[src/rtl/core/scpr_pkg.sv]
`timescale 1ns / 1ps

package scpr_pkg;

    // Default build constants of the regulator
    localparam int REF_MILLIVOLTS_DEF = 3300;
    localparam int DIVIDER_NUM_DEF    = 2;
    localparam int DIVIDER_DEN_DEF    = 1;
    localparam int SENSE_GAIN_DEF     = 50;
    localparam int MIN_DUTY_DEF       = 1;
    localparam int RECHECK_MS_DEF     = 5000;

    // Fixed arithmetic constants
    localparam int ADC_FULL     = 1023;
    localparam int CUR_SCALE    = 6;
    localparam int DUTY_FULL    = 255;
    localparam int RATE_SHIFT   = 8;
    localparam int DIV_ROUND    = 255;
    localparam int CUR_MAX      = 32767;
    localparam int BOARD_HOT    = 100;
    localparam int BOARD_COLD   = 4;
    localparam int OUTSIDE_COLD = 2;

    // Stream and configuration widths
    localparam int IN_TDATA_W  = 56;
    localparam int OUT_TDATA_W = 32;
    localparam int CFG_ADDR_W  = 8;
    localparam int CFG_DATA_W  = 16;

    // Configuration register indexes
    localparam logic [CFG_ADDR_W-1:0] REG_RESPONSE_RATE   = 8'd0;
    localparam logic [CFG_ADDR_W-1:0] REG_COLD_SAFE_MV    = 8'd1;
    localparam logic [CFG_ADDR_W-1:0] REG_COLD_CUR_TARGET = 8'd2;
    localparam logic [CFG_ADDR_W-1:0] REG_TARGET_MV       = 8'd3;

    // Configuration reset values
    localparam logic [15:0] RATE_RST        = 16'd256;
    localparam logic [15:0] COLD_SAFE_RST   = 16'd3700;
    localparam logic [7:0]  COLD_CUR_RST    = 8'd30;
    localparam logic [15:0] TARGET_RST      = 16'd4000;

    // Drive and sleep codes
    localparam logic [1:0] DRIVE_OFF  = 2'd0;
    localparam logic [1:0] DRIVE_FULL = 2'd1;
    localparam logic [1:0] DRIVE_PWM  = 2'd2;
    localparam logic [1:0] SLEEP_SAVE = 2'd0;
    localparam logic [1:0] SLEEP_IDLE = 2'd1;
    localparam logic [1:0] SLEEP_NONE = 2'd2;

    // Microcode word
    localparam int STEP_W = 4;
    typedef logic [STEP_W-1:0] step_t;
    typedef logic [3:0] op_t;
    typedef logic [1:0] cond_t;

    localparam op_t OP_NOP     = 4'd0;
    localparam op_t OP_MUL_BK  = 4'd1;
    localparam op_t OP_MUL_BM  = 4'd2;
    localparam op_t OP_LD_BATT = 4'd3;
    localparam op_t OP_MUL_VE  = 4'd4;
    localparam op_t OP_LD_VSTP = 4'd5;
    localparam op_t OP_MUL_CK  = 4'd6;
    localparam op_t OP_MUL_CM  = 4'd7;
    localparam op_t OP_LD_CUR  = 4'd8;
    localparam op_t OP_MUL_CE  = 4'd9;
    localparam op_t OP_LD_CAND = 4'd10;
    localparam op_t OP_HOT     = 4'd11;
    localparam op_t OP_FULL    = 4'd12;
    localparam op_t OP_FINISH  = 4'd13;

    localparam cond_t COND_NONE    = 2'd0;
    localparam cond_t COND_ALWAYS  = 2'd1;
    localparam cond_t COND_HOT     = 2'd2;
    localparam cond_t COND_NOCHECK = 2'd3;

    localparam step_t STEP_HOT    = 4'd10;
    localparam step_t STEP_FULL   = 4'd11;
    localparam step_t STEP_FINISH = 4'd12;

    typedef struct packed {
        op_t   op;
        cond_t cond;
        step_t target;
    } ctrl_word_t;

    typedef struct packed {
        logic hot;
        logic nocheck;
    } seq_flags_t;

endpackage

[src/rtl/core/scpr_seq.sv]
`timescale 1ns / 1ps

module scpr_seq
(
    input  logic                   clk,
    input  logic                   rst_n,
    input  logic                   start,
    input  logic                   hold,
    input  scpr_pkg::seq_flags_t   flags,
    output logic                   busy,
    output scpr_pkg::ctrl_word_t   ctrl
);
    import scpr_pkg::*;

    logic       busy_reg;
    logic       busy_next;
    step_t      step_reg;
    step_t      step_next;
    ctrl_word_t rom_out;
    logic       taken;

    // Control program: voltage path, then current check or a hot or full ceiling, then finish
    function automatic ctrl_word_t rom_word(input step_t step);
        ctrl_word_t w;
        w = '{op: OP_FINISH, cond: COND_NONE, target: STEP_FINISH};
        case (step)
            4'd0:  w = '{op: OP_MUL_BK,  cond: COND_NONE,    target: STEP_FINISH};
            4'd1:  w = '{op: OP_MUL_BM,  cond: COND_NONE,    target: STEP_FINISH};
            4'd2:  w = '{op: OP_LD_BATT, cond: COND_NONE,    target: STEP_FINISH};
            4'd3:  w = '{op: OP_MUL_VE,  cond: COND_NONE,    target: STEP_FINISH};
            4'd4:  w = '{op: OP_LD_VSTP, cond: COND_HOT,     target: STEP_HOT};
            4'd5:  w = '{op: OP_MUL_CK,  cond: COND_NOCHECK, target: STEP_FULL};
            4'd6:  w = '{op: OP_MUL_CM,  cond: COND_NONE,    target: STEP_FINISH};
            4'd7:  w = '{op: OP_LD_CUR,  cond: COND_NONE,    target: STEP_FINISH};
            4'd8:  w = '{op: OP_MUL_CE,  cond: COND_NONE,    target: STEP_FINISH};
            4'd9:  w = '{op: OP_LD_CAND, cond: COND_ALWAYS,  target: STEP_FINISH};
            4'd10: w = '{op: OP_HOT,     cond: COND_ALWAYS,  target: STEP_FINISH};
            4'd11: w = '{op: OP_FULL,    cond: COND_NONE,    target: STEP_FINISH};
            default: w = '{op: OP_FINISH, cond: COND_NONE,   target: STEP_FINISH};
        endcase
        return w;
    endfunction

    assign rom_out = rom_word(step_reg);
    assign ctrl    = busy_reg ? rom_out
                              : ctrl_word_t'{op: OP_NOP, cond: COND_NONE, target: STEP_FINISH};
    assign busy    = busy_reg;

    // Evaluate the jump condition of the current word
    always_comb
    begin
        case (rom_out.cond)
            COND_ALWAYS:  taken = 1'b1;
            COND_HOT:     taken = flags.hot;
            COND_NOCHECK: taken = flags.nocheck;
            default:      taken = 1'b0;
        endcase
    end

    // Advance the step counter, jump, or stop at the finish word
    always_comb
    begin
        busy_next = busy_reg;
        step_next = step_reg;
        if (!busy_reg)
        begin
            if (start)
            begin
                busy_next = 1'b1;
                step_next = '0;
            end
        end
        else if (!hold)
        begin
            if (rom_out.op == OP_FINISH)
                busy_next = 1'b0;
            else if (taken)
                step_next = rom_out.target;
            else
                step_next = step_reg + 1'b1;
        end
    end

    always_ff @(posedge clk or negedge rst_n)
    begin
        if (!rst_n)
        begin
            busy_reg <= 1'b0;
            step_reg <= '0;
        end
        else
        begin
            busy_reg <= busy_next;
            step_reg <= step_next;
        end
    end

endmodule

[src/rtl/core/solar_charge_pwm_regulator_top.sv]
`timescale 1ns / 1ps
// A result follows each input transfer through the microcode program: the voltage path, then
// the current measurement, skipped when no sensor check is due or when the board is hot.
// A new item is taken only once the program of the last one has finished; the program runs every
// multiply of the item through one shared multiplier, one step per cycle; an unclaimed
// result holds the program at its finish step until the transfer.
// Reset (async, active low) restores the register defaults, a full duty of 255, sensor off.

module solar_charge_pwm_regulator_top
#(
    parameter int REF_MILLIVOLTS = scpr_pkg::REF_MILLIVOLTS_DEF,
    parameter int DIVIDER_NUM    = scpr_pkg::DIVIDER_NUM_DEF,
    parameter int DIVIDER_DEN    = scpr_pkg::DIVIDER_DEN_DEF,
    parameter int SENSE_GAIN     = scpr_pkg::SENSE_GAIN_DEF,
    parameter int MIN_DUTY       = scpr_pkg::MIN_DUTY_DEF,
    parameter int RECHECK_MS     = scpr_pkg::RECHECK_MS_DEF
)
(
    input  logic                              clk,
    input  logic                              rst_n,
    // slave stream
    input  logic                              s_tvalid,
    output logic                              s_tready,
    // battery_sample[9:0], current_sample[19:10], board_temp_half_deg[28:20],
    // outside_temp_deg[36:29], now_ms[52:37], zero fill [55:53]
    input  logic [scpr_pkg::IN_TDATA_W-1:0]   s_tdata,
    // master stream
    output logic                              m_tvalid,
    input  logic                              m_tready,
    // duty_level[7:0], drive_mode[9:8], sleep_mode[11:10], sensor_power[12],
    // current_x6[27:13], zero fill [31:28]
    output logic [scpr_pkg::OUT_TDATA_W-1:0]  m_tdata,
    // configuration write channel
    input  logic                              cfg_valid,
    output logic                              cfg_ready,
    input  logic [scpr_pkg::CFG_ADDR_W-1:0]   cfg_addr,
    input  logic [scpr_pkg::CFG_DATA_W-1:0]   cfg_data
);
    import scpr_pkg::*;

    // Constant division by reciprocal: q = (x * M) >> S, exact for x < 2^XW
    localparam longint BATT_K  = longint'(REF_MILLIVOLTS) * longint'(DIVIDER_NUM);
    localparam longint BATT_D  = longint'(DIVIDER_DEN) * longint'(ADC_FULL);
    localparam int     BATT_XW = $clog2(longint'(ADC_FULL) * BATT_K + 1);
    localparam int     BATT_S  = BATT_XW + $clog2(BATT_D);
    localparam longint BATT_M  = ((longint'(1) << BATT_S) + BATT_D - 1) / BATT_D;
    localparam int     BMV_W   = $clog2(longint'(ADC_FULL) * BATT_K / BATT_D + 1);
    localparam int     MV_W    = (BMV_W > CFG_DATA_W) ? BMV_W : CFG_DATA_W;

    localparam longint CUR_K   = longint'(REF_MILLIVOLTS) * longint'(CUR_SCALE);
    localparam longint CUR_D   = longint'(SENSE_GAIN) * longint'(ADC_FULL);
    localparam int     CUR_XW  = $clog2(longint'(ADC_FULL) * CUR_K + 1);
    localparam int     CUR_S   = CUR_XW + $clog2(CUR_D);
    localparam longint CUR_M   = ((longint'(1) << CUR_S) + CUR_D - 1) / CUR_D;

    localparam int ERR_W   = CFG_DATA_W + 1;
    localparam int XW_MAX  = (BATT_XW > CUR_XW) ? BATT_XW : CUR_XW;
    localparam int MUL_W0  = (XW_MAX > MV_W) ? XW_MAX : MV_W;
    localparam int MUL_W   = ((MUL_W0 > ERR_W) ? MUL_W0 : ERR_W) + 2;
    localparam int PROD_W  = 2 * MUL_W;
    localparam int SUM_W   = PROD_W - RATE_SHIFT;

    localparam logic [15:0] RECHECK_T  = 16'(RECHECK_MS);
    localparam logic [7:0]  MIN_DUTY_T = 8'(MIN_DUTY);

    // Configuration registers
    logic [15:0] rate_reg;
    logic [15:0] cold_safe_reg;
    logic [7:0]  cold_cur_reg;
    logic [15:0] target_reg;

    // Captured input item
    logic [9:0]        bsample_reg;
    logic [9:0]        csample_reg;
    logic signed [8:0] board_reg;
    logic signed [7:0] outside_reg;
    logic [15:0]       now_reg;

    // Regulator state
    logic [7:0]  duty_reg;
    logic        sensor_reg;
    logic [15:0] last_check_reg;
    logic [14:0] cur_store_reg;

    // Datapath work registers
    logic signed [PROD_W-1:0] prod_reg;
    logic [MV_W-1:0]          batt_reg;
    logic signed [SUM_W-1:0]  vstep_reg;
    logic [7:0]               ceil_reg;

    // Result register
    logic        out_valid_reg;
    logic        out_valid_next;
    logic [7:0]  out_duty_reg;
    logic [1:0]  out_drive_reg;
    logic [1:0]  out_sleep_reg;
    logic        out_sensor_reg;
    logic [14:0] out_cur_reg;

    // Sequencer link
    logic       busy;
    logic       hold;
    logic       finish_fire;
    logic       in_xfer;
    seq_flags_t flags;
    ctrl_word_t ctrl;

    // Datapath nets
    logic signed [MUL_W-1:0]  mul_a;
    logic signed [MUL_W-1:0]  mul_b;
    logic                     mul_en;
    logic signed [PROD_W-1:0] prod_full;
    logic signed [PROD_W-1:0] prod_adj;
    logic [PROD_W-1:0]        batt_q;
    logic [PROD_W-1:0]        cur_q;
    logic [14:0]              cur_sat;
    logic signed [SUM_W-1:0]  step_val;
    logic signed [SUM_W-1:0]  cand;
    logic                     cand_full;
    logic [7:0]               cand_clip;
    logic [10:0]              cur_tgt6;
    logic                     limit;
    logic [15:0]              elapsed;
    logic signed [SUM_W-1:0]  nv_raw;
    logic signed [SUM_W-1:0]  ceil_ext;
    logic [7:0]               nv;
    logic                     can_idle;
    logic [1:0]               drive;
    logic [1:0]               sleep_code;

    assign cfg_ready = 1'b1;
    assign s_tready  = !busy;
    assign in_xfer   = s_tvalid && s_tready;
    assign m_tvalid  = out_valid_reg;
    assign m_tdata   = {4'b0000, out_cur_reg, out_sensor_reg, out_sleep_reg,
                        out_drive_reg, out_duty_reg};

    // Hold at the finish word while the previous result is still unclaimed
    assign hold        = (ctrl.op == OP_FINISH) && out_valid_reg && !m_tready;
    assign finish_fire = (ctrl.op == OP_FINISH) && !hold;

    // Branch flags
    assign elapsed       = now_reg - last_check_reg;
    assign flags.hot     = board_reg > 9'(BOARD_HOT);
    assign flags.nocheck = !sensor_reg && (elapsed <= RECHECK_T);
    assign limit         = (batt_reg > MV_W'(cold_safe_reg)) &&
                           ((board_reg < 0) ||
                            ((board_reg < 9'(BOARD_COLD)) && (outside_reg < 8'(OUTSIDE_COLD))));

    scpr_seq u_seq
    (
        .clk   (clk),
        .rst_n (rst_n),
        .start (in_xfer),
        .hold  (hold),
        .flags (flags),
        .busy  (busy),
        .ctrl  (ctrl)
    );

    // Six times the cold current target, by shift and add
    assign cur_tgt6 = {1'b0, cold_cur_reg, 2'b00} + {2'b00, cold_cur_reg, 1'b0};

    // Select multiplier operands for the current step
    always_comb
    begin
        mul_a  = '0;
        mul_b  = '0;
        mul_en = 1'b1;
        case (ctrl.op)
            OP_MUL_BK:
            begin
                mul_a = MUL_W'($signed({1'b0, bsample_reg}));
                mul_b = MUL_W'(BATT_K);
            end
            OP_MUL_BM:
            begin
                mul_a = $signed(prod_reg[MUL_W-1:0]);
                mul_b = MUL_W'(BATT_M);
            end
            OP_MUL_VE:
            begin
                mul_a = MUL_W'($signed({1'b0, target_reg})) - MUL_W'($signed({1'b0, batt_reg}));
                mul_b = MUL_W'($signed({1'b0, rate_reg}));
            end
            OP_MUL_CK:
            begin
                mul_a = MUL_W'($signed({1'b0, csample_reg}));
                mul_b = MUL_W'(CUR_K);
            end
            OP_MUL_CM:
            begin
                mul_a = $signed(prod_reg[MUL_W-1:0]);
                mul_b = MUL_W'(CUR_M);
            end
            OP_MUL_CE:
            begin
                mul_a = MUL_W'($signed({1'b0, cur_tgt6})) -
                        MUL_W'($signed({1'b0, cur_store_reg}));
                mul_b = MUL_W'($signed({1'b0, rate_reg}));
            end
            default:
                mul_en = 1'b0;
        endcase
    end

    assign prod_full = mul_a * mul_b;

    // Quotients of the reciprocal products
    assign batt_q  = prod_reg >> BATT_S;
    assign cur_q   = prod_reg >> CUR_S;
    assign cur_sat = (cur_q > PROD_W'(CUR_MAX)) ? 15'(CUR_MAX) : cur_q[14:0];

    // Divide the rate product by 256, rounding toward zero
    assign prod_adj = prod_reg[PROD_W-1] ? (prod_reg + PROD_W'(DIV_ROUND)) : prod_reg;
    assign step_val = SUM_W'(prod_adj >>> RATE_SHIFT);

    // Candidate ceiling under cold current limiting
    assign cand      = step_val + SUM_W'($signed({1'b0, duty_reg}));
    assign cand_full = !limit || (cand >= SUM_W'(DUTY_FULL));
    assign cand_clip = (cand < 0) ? 8'd0 : cand[7:0];

    // Clamp the stepped duty and pick drive and sleep modes
    assign nv_raw   = vstep_reg + SUM_W'($signed({1'b0, duty_reg}));
    assign ceil_ext = SUM_W'($signed({1'b0, ceil_reg}));

    always_comb
    begin
        if (nv_raw <= 0)
        begin
            nv       = 8'd0;
            can_idle = 1'b1;
        end
        else if (nv_raw >= ceil_ext)
        begin
            nv       = ceil_reg;
            can_idle = 1'b1;
        end
        else
        begin
            nv       = nv_raw[7:0];
            can_idle = 1'b0;
        end

        if (nv < MIN_DUTY_T)
        begin
            drive      = DRIVE_OFF;
            sleep_code = SLEEP_SAVE;
        end
        else if (nv == 8'(DUTY_FULL))
        begin
            drive      = DRIVE_FULL;
            sleep_code = SLEEP_SAVE;
        end
        else
        begin
            drive      = DRIVE_PWM;
            sleep_code = can_idle ? SLEEP_IDLE : SLEEP_NONE;
        end
    end

    // Take configuration writes; unknown indexes drop
    always_ff @(posedge clk or negedge rst_n)
    begin
        if (!rst_n)
        begin
            rate_reg      <= RATE_RST;
            cold_safe_reg <= COLD_SAFE_RST;
            cold_cur_reg  <= COLD_CUR_RST;
            target_reg    <= TARGET_RST;
        end
        else if (cfg_valid && cfg_ready)
        begin
            case (cfg_addr)
                REG_RESPONSE_RATE:   rate_reg      <= cfg_data;
                REG_COLD_SAFE_MV:    cold_safe_reg <= cfg_data;
                REG_COLD_CUR_TARGET: cold_cur_reg  <= cfg_data[7:0];
                REG_TARGET_MV:       target_reg    <= cfg_data;
                default:             ;
            endcase
        end
    end

    // Capture the input item on transfer
    always_ff @(posedge clk)
    begin
        if (in_xfer)
        begin
            bsample_reg <= s_tdata[9:0];
            csample_reg <= s_tdata[19:10];
            board_reg   <= $signed(s_tdata[28:20]);
            outside_reg <= $signed(s_tdata[36:29]);
            now_reg     <= s_tdata[52:37];
        end
    end

    // Datapath work registers
    always_ff @(posedge clk)
    begin
        if (mul_en)
            prod_reg <= prod_full;
        case (ctrl.op)
            OP_LD_BATT: batt_reg  <= batt_q[MV_W-1:0];
            OP_LD_VSTP: vstep_reg <= step_val;
            OP_LD_CAND: ceil_reg  <= cand_full ? 8'(DUTY_FULL) : cand_clip;
            OP_HOT:     ceil_reg  <= 8'd0;
            OP_FULL:    ceil_reg  <= 8'(DUTY_FULL);
            default:    ;
        endcase
    end

    // Regulator state updates
    always_ff @(posedge clk or negedge rst_n)
    begin
        if (!rst_n)
        begin
            duty_reg       <= 8'(DUTY_FULL);
            sensor_reg     <= 1'b0;
            last_check_reg <= '0;
            cur_store_reg  <= '0;
        end
        else
        begin
            case (ctrl.op)
                OP_LD_CUR:
                begin
                    cur_store_reg  <= cur_sat;
                    last_check_reg <= now_reg;
                    sensor_reg     <= 1'b1;
                end
                OP_LD_CAND:
                    sensor_reg <= !cand_full;
                OP_HOT:
                begin
                    sensor_reg    <= 1'b0;
                    cur_store_reg <= '0;
                end
                default: ;
            endcase
            if (finish_fire)
                duty_reg <= nv;
        end
    end

    // Result register
    always_comb
    begin
        if (finish_fire)
            out_valid_next = 1'b1;
        else if (m_tready)
            out_valid_next = 1'b0;
        else
            out_valid_next = out_valid_reg;
    end

    always_ff @(posedge clk or negedge rst_n)
    begin
        if (!rst_n)
            out_valid_reg <= 1'b0;
        else
            out_valid_reg <= out_valid_next;
    end

    always_ff @(posedge clk)
    begin
        if (finish_fire)
        begin
            out_duty_reg   <= nv;
            out_drive_reg  <= drive;
            out_sleep_reg  <= sleep_code;
            out_sensor_reg <= sensor_reg;
            out_cur_reg    <= cur_store_reg;
        end
    end

    // A transfer starts the program at its first multiply
    a_start: assert property (@(posedge clk) disable iff (!rst_n)
        in_xfer |=> (ctrl.op == OP_MUL_BK))
        else $error("program did not start after input transfer");

    // A hot board ends with the switch off, the sensor off and no current
    a_hot: assert property (@(posedge clk) disable iff (!rst_n)
        (finish_fire && flags.hot) |=> (out_duty_reg == 8'd0 && out_drive_reg == DRIVE_OFF &&
                                        !out_sensor_reg && out_cur_reg == 15'd0))
        else $error("hot board result not forced off");

    // The kept duty never exceeds the ceiling of its item
    a_ceiling: assert property (@(posedge clk) disable iff (!rst_n)
        finish_fire |=> (duty_reg <= ceil_reg))
        else $error("duty above ceiling");

    // Only PWM drive leaves the sleep mode above power save
    a_sleep: assert property (@(posedge clk) disable iff (!rst_n)
        out_valid_reg |-> ((out_drive_reg == DRIVE_PWM) == (out_sleep_reg != SLEEP_SAVE)))
        else $error("sleep mode inconsistent with drive mode");

endmodule

[config.mk]
export PLATFORM = sky130hd
export DESIGN_NAME = solar_charge_pwm_regulator_top
export DESIGN_NICKNAME = d
export VERILOG_FILES = /design/src/rtl/core/scpr_pkg.sv /design/src/rtl/core/scpr_seq.sv /design/src/rtl/core/solar_charge_pwm_regulator_top.sv
export SDC_FILE = /design/constraint.sdc
export NUM_CORES = 2
export LEC_CHECK = 0
export ABC_AREA = 1
export BUFFER_PORTS_ARGS = -buffer_cell sky130_fd_sc_hd__buf_2
export CAP_MARGIN = 20
export CORE_ASPECT_RATIO = 0.6
export CORE_MARGIN = 4
export CORE_UTILIZATION = 40
export CTS_CLUSTER_SIZE = 24
export DETAILED_ROUTE_END_ITERATION = 6
export GPL_TIMING_DRIVEN = 0
export SYNTH_ARGS = -nofsm -noshare
export SYNTH_HDL_FRONTEND = slang
export SYNTH_SLANG_ARGS = --single-unit
[constraint.sdc]
create_clock -name clk -period 9.76 [get_ports clk]
set_input_delay 0.976 -clock clk [delete_from_list [all_inputs] [get_ports clk]]
set_output_delay 0.976 -clock clk [all_outputs]
set_load 0.005 [all_outputs]
==> key figures <==
Status
  • Status: finished, final reports clean

Synth
  • Netlist cell types: 65
  • Most frequent cell after synthesis: inv_1
  • Syn avg cell area: 7.94 sq um
  • Dominant synthesized flop cell: edfxtp_1
  • Top cells by count, synth: inv_1, nand2_1, fa_1
  • Synth area leaders: fa_1, edfxtp_1, inv_1, nand2_1, ha_1
  • Number of flops mapped to enable cells by yosys: 202
  • Sequential share of the synthesized area: 21.7%
  • Number of synthesized register bits: roughly 300
  • Post-Syn Instances: 4991
  • Yosys top cell area share: about a quarter
  • Post-synth top area cell: fa_1
  • FFs w/ async S/R, synth: approximately a third
  • Post-Synthesis Cell Area: ~0.040 sq mm
  • Yosys warning count: 0

Cells and area
  • FILL cells: between 9000 and 10000
  • Nets: approximately 6200
  • Layout Utilization: between 40% and 50%
  • Layout cells sized above 1: between 10% and 20%
  • Syn-to-layout area delta: 15.7%
  • Largest register FFs: 54

Global routing
  • First-pass GRT wire length: between 200000 and 250000 microns
  • Met3 usage: a little under a tenth
  • Global Route met2 Usage: between 30% and 40%
  • Total grt overflow: 0
  • Largest net degree at the start of global routing: 62
  • M1 GR Usage: 40.7%
  • Initial antenna violation count: 2
  • Total GRT Usage: between 20% and 30%
  • Number of global-route vias before repair: 32500
  • Most used routing layer: met1

Routing
  • Antenna Nets Post-Route: 0
  • Via Count: 33900
  • 1st-iter DRT viols: between 3000 and 4000
  • DR pass1 iterations: 6
  • Vias/cell: roughly 5.1
  • WL/cell: ~20 microns
  • DRC viols: 0
  • DRT Wirelength: roughly 130000 microns

Timing
  • RSZ-0062 raised after global routing: yes
  • Final min period: 9710 ps
  • Pins over their slew limit: 0
  • Max-slew headroom: between 30% and 40%
  • Final critical-path share of the clock period: 99.5%
  • Max Clk Rate: slightly above 100 MHz
  • Final hold vios: 0
  • Final setup violating endpoints: 0
  • Worst clock skew: 17.1 ps
  • Setup ws final: roughly 48 ps
  • Worst-margin pin slew: slightly above 900 ps

Job
  • Maxcap violations: 0

Worst setup path
  • Startpoint Class: flop
  • Worst R2R Start: cold_cur_reg[1]$_DFFE_PN1P_
  • Setup crit end kind: flop
  • R2r setup slk: around 48 ps
  • Critical Path End: prod_reg[53]$_DFFE_PP_
  • CP Max Fanout: 10
  • Worst EP arrival: around 10000 ps
  • Critical Setup Path Class: reg2reg
  • Register-to-Register Path Depth: 47
  • Max stage delay on crit path: around 650 ps
  • CP Launch Point: cold_cur_reg[1]$_DFFE_PN1P_
  • CP max-delay cell: fa_2
  • Endpoint of the most critical register-to-register path: prod_reg[53]$_DFFE_PP_
  • CP required: 10200 ps
  • Most used cell along the critical path: fa_1

Clock network
  • Max Root-Sink Buffers: 3
  • Clk_lat worst skew: 620 ps
  • CTS buffer count: 29
  • CTS tree: built
  • Clock Sinks: slightly above 300
  • Root Driver: clkbuf_16
  • H-tree depth: 1
  • Clock slew at reported path FFs: approximately 70 ps
  • Post-CTS Hold Buffers: 0

Floorplanning
  • Die height: between 200 and 300 microns
  • CORE AREA: about 0.1 sq mm
  • Die area: approximately 0.10 sq mm
  • Die width: around 410 microns
  • FP Rows: 89
  • Top Ports: 120
  • Initial Util: ~40%

Placed design
  • RePlAce Congestion: 0.999
  • Dpl ws: -2160 ps
  • Hpwl dp: 112000 microns
  • I/O Buffers: about 110

Min path
  • Worst min-delay path class: in2async
layer usage:
| layer | wire [microns] | share of wire, % | up-vias |
|---|---|---|---|
| li1 | - | - | 15600 |
| met1 | 64000 | 48 | 16600 |
| met2 | 50100 | 37 | 1521 |
| met3 | 18900 | 14 | 107 |
| met4 | 1570 | 1.2 | 0 |
| met5 | 0 | 0 | - |
cells by family after synthesis:
kind of cell	Yosys count	synth area share, %
AO/OA/AOI/OAI	395	5.52
XOR/XNOR	99	2.24
adder cells (fa/ha/maj)	807	35.5
flip-flops	302	21.7
buffers and inverters	1415	13.6
AND/OR/NAND/NOR	1971	21.5
other	2	0.0190
layout by cell type (no fill, tap or decap), types with 54 or more instances in the layout:
master | Yosys | final
dfrtp_1 | 74 | 72
ha_1 | 280 | 252
inv_1 | 1299 | 1263
nand4_1 | 56 | 56
a21oi_1 | 141 | 97
buf_2 | 11 | 115
nand3_1 | 195 | 192
edfxtp_1 | 202 | 202
o21ai_0 | 165 | 140
nor2_1 | 419 | 387
fa_1 | 527 | 512
nand2_1 | 1106 | 1064
xor2_1 | 55 | 54
buf_4 | 10 | 130
how the worst min path moves through the flow:
stage | to | slack (ps)
floorplan | out_cur_reg[10]$_DFFE_PP_ | 420
detailed placement | out_cur_reg[10]$_DFFE_PP_ | 430
CTS | last_check_reg[7]$_DFFE_PN0P_ | 360
global placement | out_cur_reg[9]$_DFFE_PP_ | 440
finish | cold_cur_reg[0]$_DFFE_PN0P_ | 370
global route | cold_cur_reg[0]$_DFFE_PN0P_ | 410
critical path, delay by kind of cell (launching register included):
family,cells,cell delay (ps)
adders and majority gates,10,5000
buffers and inverters,10,1060
DFF,1,390
AOI/OAI and AO/OA,8,1090
xor gates and xnor gates,1,200
and+or+nand+nor,18,1710
timing repair:
action / CTS / global route
setup endpoints to repair: 35 / 30
resized for setup: 217 / 298
cloned: 4 / 1
pin swaps: 37 / 116
buffers inserted: 49 / 78
through the flow:
stage,instances,TNS [ps],instance area [sq um],hold slack [ps]
6_report,6618,0,45800,371
2_1_floorplan,4996,0,39600,425
3_5_place_dp,6431,-39340,42000,434
4_1_cts,6538,-4.38,44200,360
5_1_grt,6615,-2200,45800,408
3_3_place_gp,6423,-46410,41800,435
cell type report:
cell class | instances | area, sq um | share of cell area (%)
Antenna cell | 3 | 7.51 | 0.0164
Buffer | 91 | 642 | 1.40
Clock buffer | 33 | 741 | 1.62
Clock inverter | 21 | 233 | 0.508
Inverter | 1322 | 5040 | 11.0
Multi-Input combinational cell | 3279 | 27100 | 59.1
Sequential cell | 302 | 8600 | 18.8
Tap cell | 1319 | 1650 | 3.60
Timing Repair Buffer | 248 | 1830 | 3.99
Power is not shown: default switching activity piles up to over one toggle a cycle in this logic, so the estimate is an artifact.
